## config.mk

```make
export PLATFORM = sky130hd
export DESIGN_NAME = psm_div
export DESIGN_NICKNAME = d
export VERILOG_FILES = /design/src/assert_macros.svh /design/src/psm_pkg.sv /design/src/psm_div.sv
export SDC_FILE = /design/constraint.sdc
export NUM_CORES = 1
export LEC_CHECK = 0
export ABC_CLOCK_PERIOD_IN_PS = 2600
export BUFFER_PORTS_ARGS = -buffer_cell sky130_fd_sc_hd__clkbuf_2
export CAP_MARGIN = 0
export CORE_UTILIZATION = 35
export CTS_CLUSTER_SIZE = 40
export DETAILED_ROUTE_END_ITERATION = 12
export GPL_TIMING_DRIVEN = 0
export PLACE_DENSITY = 0.6
export SLEW_MARGIN = 5
export SYNTH_ARGS = -nofsm -noshare
export SYNTH_HDL_FRONTEND = slang
export SYNTH_SLANG_ARGS = --single-unit
```

## constraint.sdc

```tcl
create_clock -name clk -period 2.6 [get_ports clk]
set_clock_uncertainty 0.2 [all_clocks]
set_input_delay 0.39 -clock clk [delete_from_list [all_inputs] [get_ports clk]]
set_output_delay 0.39 -clock clk [all_outputs]
set_load 0.05 [all_outputs]
```

## src/assert_macros.svh

```systemverilog
// ---------------------------------------------------------------------------
// Assertion macros
// Shared concurrent assertion forms, clocked on clk, masked during reset.
// ---------------------------------------------------------------------------
`ifndef ASSERT_MACROS_SVH
`define ASSERT_MACROS_SVH

// Property must hold at every clock edge out of reset.
`define ASSERT_ALWAYS(label, prop, msg) \
  label: assert property (@(posedge clk) disable iff (!rst_n) prop) else $error(msg);

// Expression must never be true at a clock edge out of reset.
`define ASSERT_NEVER(label, expr, msg) \
  label: assert property (@(posedge clk) disable iff (!rst_n) !(expr)) else $error(msg);

`endif

```

## src/psm_pkg.sv

```systemverilog
// ---------------------------------------------------------------------------
// psm_pkg
// Types and constants shared by the sample player and mixer.
// ---------------------------------------------------------------------------
package psm_pkg;

  localparam int VOICES_DEF       = 8;
  localparam int SAMPLE_WORDS_DEF = 65536;
  localparam int SAMPLE_W         = 16;
  localparam int TABLE_REGS       = 8;
  localparam int CFG_IDX_W        = 3;
  localparam int CFG_DATA_W       = 32;
  localparam int DAC_MID          = 2048;
  localparam int DAC_MAX          = 4095;
  localparam int CODE_MAX         = 7;
  localparam int MIX_SHIFT        = 4;

  typedef enum logic [1:0] {
    FUNC_LOAD    = 2'd0,
    FUNC_TRIGGER = 2'd1,
    FUNC_TICK    = 2'd2
  } func_t;

  typedef enum logic [2:0] {
    STAT_DONE    = 3'd0,
    STAT_STARTED = 3'd1,
    STAT_INVALID = 3'd2,
    STAT_BUSY    = 3'd3,
    STAT_EMPTY   = 3'd4
  } status_t;

  typedef enum logic [2:0] {
    ST_IDLE,
    ST_TRIG,
    ST_WALK,
    ST_DIV,
    ST_RESP
  } state_t;

  typedef struct packed {
    func_t                      func;
    logic [15:0]                load_address;
    logic signed [SAMPLE_W-1:0] load_sample;
    logic [7:0]                 drum_code;
  } in_item_t;

  typedef struct packed {
    logic [11:0] dac_value;
    status_t     status;
    logic [2:0]  started_voice;
    logic [3:0]  voices_mixed;
  } out_item_t;

  // One entry of the voice memory
  typedef struct packed {
    logic [15:0] base;
    logic [15:0] len;
    logic [15:0] pos;
  } voice_t;

endpackage

```

## src/psm_div.sv

```systemverilog
// ---------------------------------------------------------------------------
// psm_div
// Signed by unsigned restoring divider, one quotient bit per cycle,
// quotient truncated toward zero.
// ---------------------------------------------------------------------------
module psm_div #(
  parameter int DIVISOR_W  = $clog2(psm_pkg::VOICES_DEF + 1),
  parameter int DIVIDEND_W = psm_pkg::SAMPLE_W + DIVISOR_W
) (
  input  logic                  clk,
  input  logic                  rst_n,
  input  logic                  start,
  input  logic [DIVIDEND_W-1:0] dividend,
  input  logic [DIVISOR_W-1:0]  divisor,
  output logic                  done,
  output logic [DIVIDEND_W-1:0] quotient
);

  localparam int STEP_W = $clog2(DIVIDEND_W + 1);

  logic                  busy_r, busy_nxt;
  logic                  done_r, done_nxt;
  logic [STEP_W-1:0]     step_r, step_nxt;
  logic                  neg_r, neg_nxt;
  logic [DIVIDEND_W-1:0] quo_r, quo_nxt;
  logic [DIVISOR_W-1:0]  den_r, den_nxt;
  logic [DIVISOR_W-1:0]  rem_r, rem_nxt;
  logic [DIVISOR_W:0]    rem_sh;
  logic                  fits;

  assign rem_sh = {rem_r, quo_r[DIVIDEND_W-1]};
  assign fits   = (rem_sh >= {1'b0, den_r});

  always_comb begin
    busy_nxt = busy_r;
    done_nxt = 1'b0;
    step_nxt = step_r;
    neg_nxt  = neg_r;
    quo_nxt  = quo_r;
    den_nxt  = den_r;
    rem_nxt  = rem_r;
    if (start) begin
      busy_nxt = 1'b1;
      step_nxt = STEP_W'(DIVIDEND_W);
      neg_nxt  = dividend[DIVIDEND_W-1];
      quo_nxt  = dividend[DIVIDEND_W-1] ? (~dividend + DIVIDEND_W'(1)) : dividend;
      den_nxt  = divisor;
      rem_nxt  = '0;
    end else if (busy_r) begin
      // remainder stays below the divisor, so the low bits carry it
      rem_nxt  = fits ? DIVISOR_W'(rem_sh - {1'b0, den_r}) : rem_sh[DIVISOR_W-1:0];
      quo_nxt  = {quo_r[DIVIDEND_W-2:0], fits};
      step_nxt = step_r - STEP_W'(1);
      if (step_r == STEP_W'(1)) begin
        busy_nxt = 1'b0;
        done_nxt = 1'b1;
      end
    end
  end

  always_ff @(posedge clk) begin
    if (!rst_n) begin
      busy_r <= 1'b0;
      done_r <= 1'b0;
      step_r <= '0;
    end else begin
      busy_r <= busy_nxt;
      done_r <= done_nxt;
      step_r <= step_nxt;
    end
  end

  always_ff @(posedge clk) begin
    neg_r <= neg_nxt;
    quo_r <= quo_nxt;
    den_r <= den_nxt;
    rem_r <= rem_nxt;
  end

  assign done     = done_r;
  assign quotient = neg_r ? (~quo_r + DIVIDEND_W'(1)) : quo_r;

endmodule

```

# ---- After elaboration in Yosys (flattened, before gate mapping)
# Index checks and enable logic that the tools add are counted.
dict set report word_totals {
  reg_bits 36
  rom_bits 0
  input_bits 27
  mem_count 0
  ramBits 0
  output_inout_bits 21
  latchBits 0
}
dict set report classes {
  n_addsub 4
  eq_ne 1
  shift 0
  bitwise 4
  n_mux 11
  reduce_logical 3
  multipliers 0
  div 0
  magnitude_cmp 1
}
# operator n
set op_table {}
lappend op_table {{$mux W20} 4}
lappend op_table {{$add A20 B1 Y20 const B} 2}
lappend op_table {{$not A20 Y20} 2}
lappend op_table {{$mux W5} 2}
lappend op_table {{$eq A5 B1 Y1 const B} 1}
lappend op_table {{$ge A5 B4 Y1} 1}
lappend op_table {{$sub A5 B1 Y5 const B} 1}
lappend op_table {{$mux W1} 4}
lappend op_table {{$mux W4} 1}
lappend op_table {{$sub A4 B4 Y4} 1}
lappend op_table {{$reduce_or A3 Y1} 1}
lappend op_table {{$not A1 Y1} 2}
lappend op_table {{$reduce_bool A2 Y1} 1}
lappend op_table {{$reduce_or A2 Y1} 1}

# ---- Logic depth before layout (Yosys ltp)
# Gate-level depths: netlist of run 1.
dict set report depth {
  depth_word 4
  mapped_depth 7
  mapped_depth_nobuf 6
}

# ---- Worst setup path after synthesis of run 1
# OpenSTA, ideal clock, no wires.
dict set report synth_timing {
  path_kind {flip-flop to output port}
  start {reg quo_r[11]}
  end {out quotient[19]}
  n_path_buf 0
  stages_incl_launch_ff 5
  path_slack_ns -0.191
  arrival_ns 2.201
  path_cell_list {edfxtp_1 -> or4_4 -> or4_4 -> o41ai_2 -> xnor2_1}
}
dict set report synth_via {
  elab_chain_cells 3
}
# element line
set synth_rtl {}
lappend synth_rtl {{start: declaration} psm_div.sv:25} ;# logic [DIVIDEND_W-1:0] quo_r, quo_nxt;
lappend synth_rtl {{start signal: assignment} psm_div.sv:75} ;# quo_r <= quo_nxt;
lappend synth_rtl {{$not A20 Y20} psm_div.sv:81} ;# assign quotient = neg_r ? (~quo_r + DIVIDEND_W'(1)) : quo_r;
lappend synth_rtl {{$add A20 B1 Y20} psm_div.sv:81}
lappend synth_rtl {{$mux W20} psm_div.sv:81}
lappend synth_rtl {{end: declaration} psm_div.sv:16} ;# output logic [DIVIDEND_W-1:0] quotient
# Every way passes these cells.

# ---- Final worst setup path of run 1
# Same ends and word-level chain as after synthesis.

==> summary.txt, run 1 <==
Global route
  – Met2 usage: 29.7%
  – Met3 Use GR: 2.00%
  – Global route hottest layer: met2
  – Largest net degree at the start of global routing: 21
  – Vias in the first global route: 2146
  – Initial antenna violation count: 0
  – Total global-route track usage: 17.6%
  – First-pass GRT wire length: 10300 um
  – GR Util met1: 23.4%
  – Global route overflow: 0

Run
  – Max_cap viols: 0

Clock network
  – Clock Latency Late Sink: 0.30 ns
  – Clk buf depth: 2
  – CTS HTree Levels: 2
  – CTS Buf Count: 5
  – Reg clk slew, reported paths: 0.08 ns
  – CTS tree: done
  – Root Driver: clkbuf_8
  – CTS Hold Bufs: 0
  – Clk sinks: 36

Timing
  – Max-slew headroom: 42.3%
  – Fin worst setup slack: -0.352 ns
  – Hold Fails Final Rpt: 0
  – Final setup fails: 7
  – RSZ-0062 raised after global routing: true
  – Tmin final: 2.95 ns
  – Tcrit/Tclk final: 114%
  – Worst-margin pin slew: 0.864 ns
  – Fmax: 339 MHz
  – Worst hold margin: 0.0646 ns
  – Pins Over Slew Limit: 0

Worst setup path
  – Max FO, Critical Path: 4
  – Beginning of the worst register-to-register path: den_r[2]
  – CP peak stage delay: 0.57 ns
  – CP max-delay cell: or4_4
  – Critical path startpoint: quo_r[11]
  – Critical path required time: 2.01 ns
  – Setup crit start kind: flop
  – Crit path kind: reg -> out
  – Most common cell on crit path: or4_4
  – Nature of the critical path endpoint: primary output
  – Worst path top cell family by delay: simple AND/OR/NAND/NOR gates
  – Crit path cell chain: or4_4 -> or4_4 -> o41ai_4 -> xnor2_2 -> buf_8
  – Buf/Inv on CP: 1
  – Worst Path Arrival: 2.36 ns

Floorplanning
  – Chip Height: 86.3 um
  – I/O pins: 48
  – Die ar.: 7440 um^2
  – Initial core utilization: 36.4%
  – Row cnt: 30
  – Core Box Area: 6830 um^2
  – Die extent in x: 86.3 um

Logic synthesis
  – Register area share after synthesis: 39.1%
  – Cells after synthesis: 269
  – Synthesized area per cell: 9.24 um^2
  – Number of flops mapped to enable cells by yosys: 25
  – Mapped cell area: 2480 um^2
  – Post-synth top flop: edfxtp_1
  – Syn. warnings: 0
  – Post-synthesis register bit count: 36
  – Ys async rst share: 0%
  – Synth cell types: 46
  – Total nets after synthesis: 305

Detailed routing
  – Number of remaining DRC errors: 0
  – Pre-antenna DRT Iters: 4
  – Avg WL per Cell: 15.0 um
  – WL final: 6510 um
  – Antenna-violating nets left: 0
  – Initial drt markers: 102
  – Vias per std cell: 5.32
  – Total number of vias: 2311

Placed design
  – Routability cong.: 0.825
  – Port Buffers: 46
  – Pre-CTS setup slack: -0.312 ns
  – Final HPWL DP: 4570 um

Layout
  – Final #Nets: 373
  – Antenna diode count: 0
  – Area delta synth->final: 31.7%
  – Share of layout cells above drive strength 1: 29.6%

Pwr
  – Peak VDD IR: 188 uV
  – Areal power density over the cells: 586 nW/um^2
  – Leak pwr: 0.00132 uW

Hold path
  – Hold Path Class: in -> reg
  – Hold Crit Start: divisor[3]

Status
  – Failing checks: negative setup slack
  – Status: complete, but fails checks
synthesized netlist by cell type, types with 4 or more instances:
cell,instances,area (um^2)
xnor2_1,23,201
ha_1,8,100
nand3_1,8,40.0
nor2_1,26,97.6
o21ai_0,11,55.1
dfxtp_1,11,220
inv_1,16,60.1
nor3_1,11,55.1
o31ai_1,8,60.1
nor4_1,4,25.0
a21oi_1,20,100
clkbuf_1,11,41.3
o41ai_1,9,78.8
edfxtp_1,25,751
nand2_1,14,52.6
or3_1,5,31.3
xor2_1,13,114
cells by family after synthesis:
group	share of synthesized area, %
adders and majority gates	4.83
AOI/OAI and AO/OA	18.0
muxes	1.26
xor gates and xnor gates	12.7
DFF	39.1
and+or+nand+nor	19.1
buffers and inverters	5.09
worst reg2reg max path, cell delays in order, from the launching register on:
cell      delay [ns]
edfxtp_1        0.33
inv_1           0.04
ha_1            0.34
a21oi_1         0.24
a31oi_1         0.24
or2_2           0.36
o311ai_0        0.31
what timing repair did:
action,4_1_cts,5_1_grt
gates resized for setup,23,27
setup buffers,4,11
setup endpoints to repair,14,15
pin swaps,1,5
path summary, 6_finish.rpt:
path	endpoint	slack [ns]	depth (start not counted)
setup / recovery	quotient[19]	-0.35	5
hold / removal	den_r[3]	0.06	1
setup reg to reg	rem_r[1]	0.46	6
hold reg to reg	step_r[1]	0.31	2
where the power goes:
group | internal, uW | switching [uW]
logic | 277 | 473
clock network | 191 | 221
registers | 686 | 70.4
total | 1150 | 765
state kept, by name, summed over array words and instances (netlist names):
register and cells:
step_r 5, done 1, den_r 4, busy_r 1, neg_r 1, rem_r 4
quo_r 20
per-layer routing:
metal  vias up  share of wire [%]
met5         -                  0
met4         0                1.3
met3         7                7.0
met2        80                 48
met1      1099                 43
li1       1125                  -
metrics by stage:
step                      setup TNS, ns  cells  utilization [%]  power [uW]  cell area, um^2
final                             -1.64    434             47.9        1920             3270
after global routing              -2.38    434             47.9        2010             3270
after CTS                         -2.37    423             45.6        1870             3110
after detailed placement          -1.18    411             42.3        1410             2890
after global placement            -1.07    411             42.3        1400             2890
after floorplan                  -0.109    269                -        1250             2540
placed cells by master, fill, tap and decap left out, types with 3 or more instances in the layout:
cell type,instances
clkbuf_2,35
nor2_1,26
edfxtp_1,25
a21oi_1,20
xnor2_1,18
buf_4,18
inv_1,16
nand2_1,14
xor2_1,13
dfxtp_1,11
clkbuf_1,9
nor3_1,9
o21ai_0,9
ha_1,8
o31ai_1,7
nand3_1,6
o41ai_1,6
clkbuf_8,6
xnor2_2,5
buf_2,4
or3_1,4
o41ai_4,4
nor4_1,4
or4_1,3
or2_2,3
clkbuf_4,3
buf_6,3
final cells by class:
| class | instances | area [um^2] |
|---|---|---|
| Buffer | 16 | 68.8 |
| Clock buffer | 5 | 68.8 |
| Clock inverter | 3 | 22.5 |
| Fill cell | 676 | 3560 |
| Inverter | 16 | 60.1 |
| Multi-Input combinational cell | 201 | 1560 |
| Sequential cell | 36 | 971 |
| Tap cell | 96 | 120 |
| Timing Repair Buffer | 61 | 403 |
(Power assumes the default switching activity.)
==> inputs of run 2 (changes only) <==
- ABC_CLOCK_PERIOD_IN_PS: 2600 -> 3810
- clock period: 2.6 -> 3.81 ns (I/O delays scaled with it)
==> run 2 against run 1 <==
Effect of this change: combinational power shrank 43%; critical endpoint unchanged; count of clock-buffer cells in the layout grew 2; sequential power decreased by 32%; setup slack gained 0.77 ns; core utilization is 5.2 points lower; clock power shrank 35%; sequential cell count stayed put; sequential share of layout area grew 3.6 points; the run now ends clean; die area unchanged.
==> summary.txt, run 2 (synthesis gave the netlist of run 1 again) <==
Pwr
  – Net Sw Frac: 39.5%
  – Areal power density over the cells: 414 nW/um^2
  – Internal: 730 uW
  – Clock power share: 22.1%
  – Net Switching: 477 uW
  – Leak pwr: 0.00113 uW
  – Peak VDD IR: 218 uV
  – Seq pwr share: 42.4%
  – Combinational power share: 35.5%

Floorplanning
  – I/O pins: 48
  – Die ar.: 7440 um^2
  – Core Box Area: 6830 um^2
  – Row cnt: 30
  – Chip Height: 86.3 um
  – Initial core utilization: 36.4%
  – Die extent in x: 86.3 um

Timing
  – Fmax: 295 MHz
  – Pins Over Slew Limit: 0
  – Worst-margin pin slew: 0.904 ns
  – Setup_tns: 0 ns
  – Worst hold margin: 0.257 ns
  – RSZ-0062 raised after global routing: false
  – Tmin final: 3.39 ns
  – Hold Fails Final Rpt: 0
  – Final setup fails: 0
  – Max-slew headroom: 39.6%
  – Tcrit/Tclk final: 89.0%

Layout
  – Most frequent cells in the layout: clkbuf_2 (46), nor2_1 (26), edfxtp_1 (25)
  – Largest regs: quo_r x20, step_r x5
  – Max reg flops: 20
  – Commonest non-fill, non-tap cell in the layout: clkbuf_2
  – Area delta synth->final: 17.4%
  – Antenna diode count: 0
  – Final #Nets: 358
  – Share of layout cells above drive strength 1: 20.1%
  – Largest reg by FF count: quo_r

Clock network
  – Clk sinks: 36
  – Root Driver: clkbuf_8
  – CTS tree: done
  – Clock Latency Late Sink: 0.29 ns
  – CTS Hold Bufs: 0
  – CTS HTree Levels: 2
  – CTS Buf Count: 5
  – Clk buf depth: 2
  – Post_cts resized: 0
  – Post-CTS Setup Repair Bufs: 0
  – Reg clk slew, reported paths: 0.07 ns

Detailed routing
  – Vias per std cell: 5.22
  – Pre-antenna DRT Iters: 4
  – Number of remaining DRC errors: 0
  – DRT met1 WL: 2720 um
  – Total number of vias: 2186
  – Uppermost layer routed: met4
  – Avg WL per Cell: 13.9 um
  – Antenna-violating nets left: 0
  – DR WL met3: 299 um
  – Initial drt markers: 140
  – Met2 Wirelength: 2760 um
  – WL final: 5840 um

Global route
  – Total global-route track usage: 16.2%
  – Largest net degree at the start of global routing: 21
  – Global route overflow: 0
  – Vias in the first global route: 1950
  – Initial antenna violation count: 0
  – First-pass GRT wire length: 9420 um

Worst setup path
  – Crit path kind: reg -> out
  – Worst Path Arrival: 2.62 ns
  – Max FO, Critical Path: 4
  – Nature of the critical path endpoint: primary output
  – Worst Reg-to-Reg Cells: 6
  – Critical path required time: 3.04 ns
  – Setup crit start kind: flop

Status
  – Status: finished clean

Run
  – Max_cap viols: 0

Hold path
  – Hold Path Class: in -> reg
  – Hold Path Stages: 1

Placed design
  – Port Buffers: 46
  – Routability cong.: 0.808
  – Final HPWL DP: 4380 um
## run 2: cell types whose count changed in the layout (fill, tap and decap cells not counted), moves of 3 or more
cell      previous run  this run
clkbuf_1             9        13
buf_6                3         0
xnor2_2              5         0
clkbuf_4             3         0
clkbuf_2            35        46
xnor2_1             18        23
o41ai_4              4         0
o41ai_1              6         9
buf_4               18         1
## run 2: area by class of cell
class                           count  area, um^2
Fill cell                         688        3920
Timing Repair Buffer               46         230
Inverter                           16        60.1
Sequential cell                    36         971
Clock inverter                      1        5.00
Tap cell                           96         120
Clock buffer                        7        76.3
Buffer                             16        66.3
Multi-Input combinational cell    201        1390
## run 2: power groups by stage
stage / Sequential [uW] / Combinational, uW / Clock, uW
after floorplan: 507 / 332 / 0
after global placement: 520 / 425 / 0
after detailed placement: 521 / 429 / 0
after CTS: 512 / 430 / 275
after global routing: 519 / 463 / 290
final: 512 / 428 / 267
## run 2: per-layer routing
metal,global-route usage [%],up-vias
li1,-,1096
met1,20.9,1007
met2,27.4,74
met3,3.14,9
met4,5.30,0
met5,0,-
## run 2: final timing paths
| check | from | end | slack (ns) |
|---|---|---|---|
| worst max-delay path | quo_r[11] | quotient[19] | 0.42 |
| worst min-delay path | divisor[3] | den_r[3] | 0.26 |
| worst max register to register | den_r[2] | rem_r[2] | 1.67 |
| worst min register to register | step_r[1] | step_r[1] | 0.31 |
## run 2: per-stage QoR
| stage | total power [uW] | area [um^2] | std cells | worst slack (ns) | utilization, % |
|---|---|---|---|---|---|
| after floorplan | 839 | 2480 | 269 | 0.838 | - |
| final | 1210 | 2920 | 419 | 0.420 | 42.7 |
| after global routing | 1270 | 2920 | 419 | 0.282 | 42.7 |
| after CTS | 1220 | 2920 | 419 | 0.393 | 42.7 |
| after detailed placement | 949 | 2840 | 411 | 0.710 | 41.5 |
| after global placement | 945 | 2840 | 411 | 0.720 | 41.5 |
## run 2: critical path, stage by stage, from the launching register on
cell	delay, ns
edfxtp_1	0.43
or4_4	0.58
or4_4	0.46
o41ai_2	0.36
xnor2_1	0.19
clkbuf_2	0.31
==> inputs of run 3 (changes only) <==
- ABC_CLOCK_PERIOD_IN_PS: 3810 -> 3400
- REMOVE_ABC_BUFFERS: unset -> 1
- clock period: 3.81 -> 3.4 ns (I/O delays scaled with it)
==> run 3 against run 2 <==
Effect of this change: setup slack worse by 0.30 ns; global-route usage shrank 0.56 points; critical endpoint unchanged; via count down 1.7%; critical path type unchanged; hold slack worse by 0.055 ns; cell area fell by 2.1%; routed wire length fell by 2.5%; register-to-register slack got worse by 0.40 ns; largest power group unchanged.
==> summary.txt, run 3 (synthesis gave the netlist of run 1 again) <==
Status
  – Status: finished clean

Floorplanning
  – I/O pins: 48
  – Die ar.: 7440 um^2
  – Die extent in x: 86.3 um
  – Initial core utilization: 36.4%
  – Row cnt: 30
  – Chip Height: 86.3 um
  – Core Box Area: 6830 um^2

Worst setup path
  – Worst Path Arrival: 2.58 ns
  – Buf/Inv on CP: 1
  – Worst path top cell family by delay: simple AND/OR/NAND/NOR gates
  – Critical path required time: 2.69 ns
  – Setup crit start kind: flop
  – Nature of the critical path endpoint: primary output
  – Crit path cell chain: or4_4 -> or4_4 -> o41ai_2 -> xnor2_1 -> buf_4
  – Crit path kind: reg -> out
  – CP peak stage delay: 0.59 ns
  – Most common cell on crit path: or4_4
  – Max FO, Critical Path: 4
  – CP max-delay cell: or4_4

Detailed routing
  – WL final: 5690 um
  – Total number of vias: 2149
  – Avg WL per Cell: 14.1 um
  – Initial drt markers: 99
  – Number of remaining DRC errors: 0
  – Pre-antenna DRT Iters: 4
  – Antenna-violating nets left: 0
  – Vias per std cell: 5.32

Clock network
  – CTS HTree Levels: 2
  – Clock Latency Late Sink: 0.28 ns
  – CTS Hold Bufs: 0
  – CTS Buf Count: 5
  – CTS tree: done
  – Clk sinks: 36
  – Clk buf depth: 2
  – Root Driver: clkbuf_8
  – Reg clk slew, reported paths: 0.08 ns

Layout
  – Final design area excluding fillers: 2860 um^2
  – Largest reg by FF count: quo_r
  – Largest regs: quo_r x20, step_r x5
  – Area delta synth->final: 15.0%
  – Final Non-Filler Cells: 404
  – Max reg flops: 20
  – Share of layout cells above drive strength 1: 20.1%
  – Layout fillers: 719
  – Antenna diode count: 0
  – Most frequent cells in the layout: clkbuf_2 (46), nor2_1 (26), edfxtp_1 (25)
  – Final #Nets: 343
  – Commonest non-fill, non-tap cell in the layout: clkbuf_2

Global route
  – Global route overflow: 0
  – Largest net degree at the start of global routing: 47
  – Vias in the first global route: 1904
  – Initial antenna violation count: 0
  – Total global-route track usage: 15.7%
  – First-pass GRT wire length: 9200 um

Timing
  – Final setup fails: 0
  – Fmax: 304 MHz
  – Max-slew headroom: 37.7%
  – Tcrit/Tclk final: 96.6%
  – Hold Fails Final Rpt: 0
  – Tmin final: 3.29 ns
  – Pins Over Slew Limit: 0
  – RSZ-0062 raised after global routing: false
  – Worst-margin pin slew: 0.933 ns
  – Setup_tns: 0 ns

Pwr
  – Peak VDD IR: 165 uV
  – Net Switching: 530 uW
  – Clock power share: 22.1%
  – Net Sw Frac: 39.5%
  – Internal: 813 uW
  – Seq pwr share: 43.3%
  – Combinational power share: 34.5%
  – Leak pwr: 0.00111 uW
  – Areal power density over the cells: 470 nW/um^2

Placed design
  – Final HPWL DP: 4100 um
  – Dpl cells: 396
  – Placed Area: 2770 um^2
  – Routability cong.: 0.767
  – Port Buffers: 47

Run
  – Max_cap viols: 0

Hold path
  – Hold Path Class: in -> reg
## run 3: changes by cell type in the layout (fill, tap and decap cells not counted), sizes merged
| cell | change |
|---|---|
| buf | -4 |
| clkbuf | -11 |
## run 3: final timing paths
path	startpoint	to	slack (ns)	depth (start not counted)
setup reg to reg	den_r[2]	rem_r[1]	1.27	6
hold reg to reg	step_r[1]	step_r[1]	0.30	2
setup / recovery	quo_r[11]	quotient[19]	0.11	5
hold / removal	divisor[1]	den_r[1]	0.20	1
## run 3: area by class of cell
type / count / area (um^2) / area share (%)
well taps: 96 / 120 / 4.20
clock buffers: 7 / 76.3 / 2.67
clock inverters: 1 / 3.75 / 0.131
repair buffers: 47 / 238 / 8.32
multi-input cells: 201 / 1390 / 48.6
inverters: 16 / 60.1 / 2.10
flip-flops and latches: 36 / 971 / 34.0
## run 3: power groups by stage
| stage | Combinational [uW] | Sequential, uW | Clock, uW |
|---|---|---|---|
| 2_1_floorplan | 345 | 580 | 0 |
| 3_5_place_dp | 464 | 591 | 0 |
| 6_report | 464 | 582 | 297 |
| 5_1_grt | 504 | 590 | 320 |
| 3_3_place_gp | 458 | 589 | 0 |
| 4_1_cts | 465 | 582 | 306 |
## run 3: worst register-to-register path: cells and delay by family, from the launching register on
kind,cells,cell delay (ns)
AOI/OAI and AO/OA,3,0.76
and+or+nand+nor,1,0.35
adders and majority gates,1,0.34
DFF,1,0.33
buffers and inverters,1,0.04
## run 3: metal layers
metal	track usage, %	share of wire (%)	vias up	wire (um)
met3	2.95	5.0	4	283
met2	26.8	47	65	2690
li1	-	-	1067	-
met5	0	0	-	0
met4	3.64	0.47	0	27
met1	20.5	47	1013	2700
## run 3: metrics by stage
stage	hold slack, ns	util, %	setup WS, ns	total power, uW
after floorplan	0.268	-	0.489	926
after global placement	0.285	40.6	0.296	1050
after detailed placement	0.303	40.6	0.264	1060
after CTS	0.193	41.8	0.0243	1350
after global routing	0.188	41.8	0.0237	1410
final	0.202	41.8	0.115	1340
## run 3: timing repair
| action | in CTS | in global routing |
|---|---|---|
| buffers inserted | 0 | 0 |
| resized for setup | 0 | 3 |
| setup endpoints to repair | 0 | 1 |
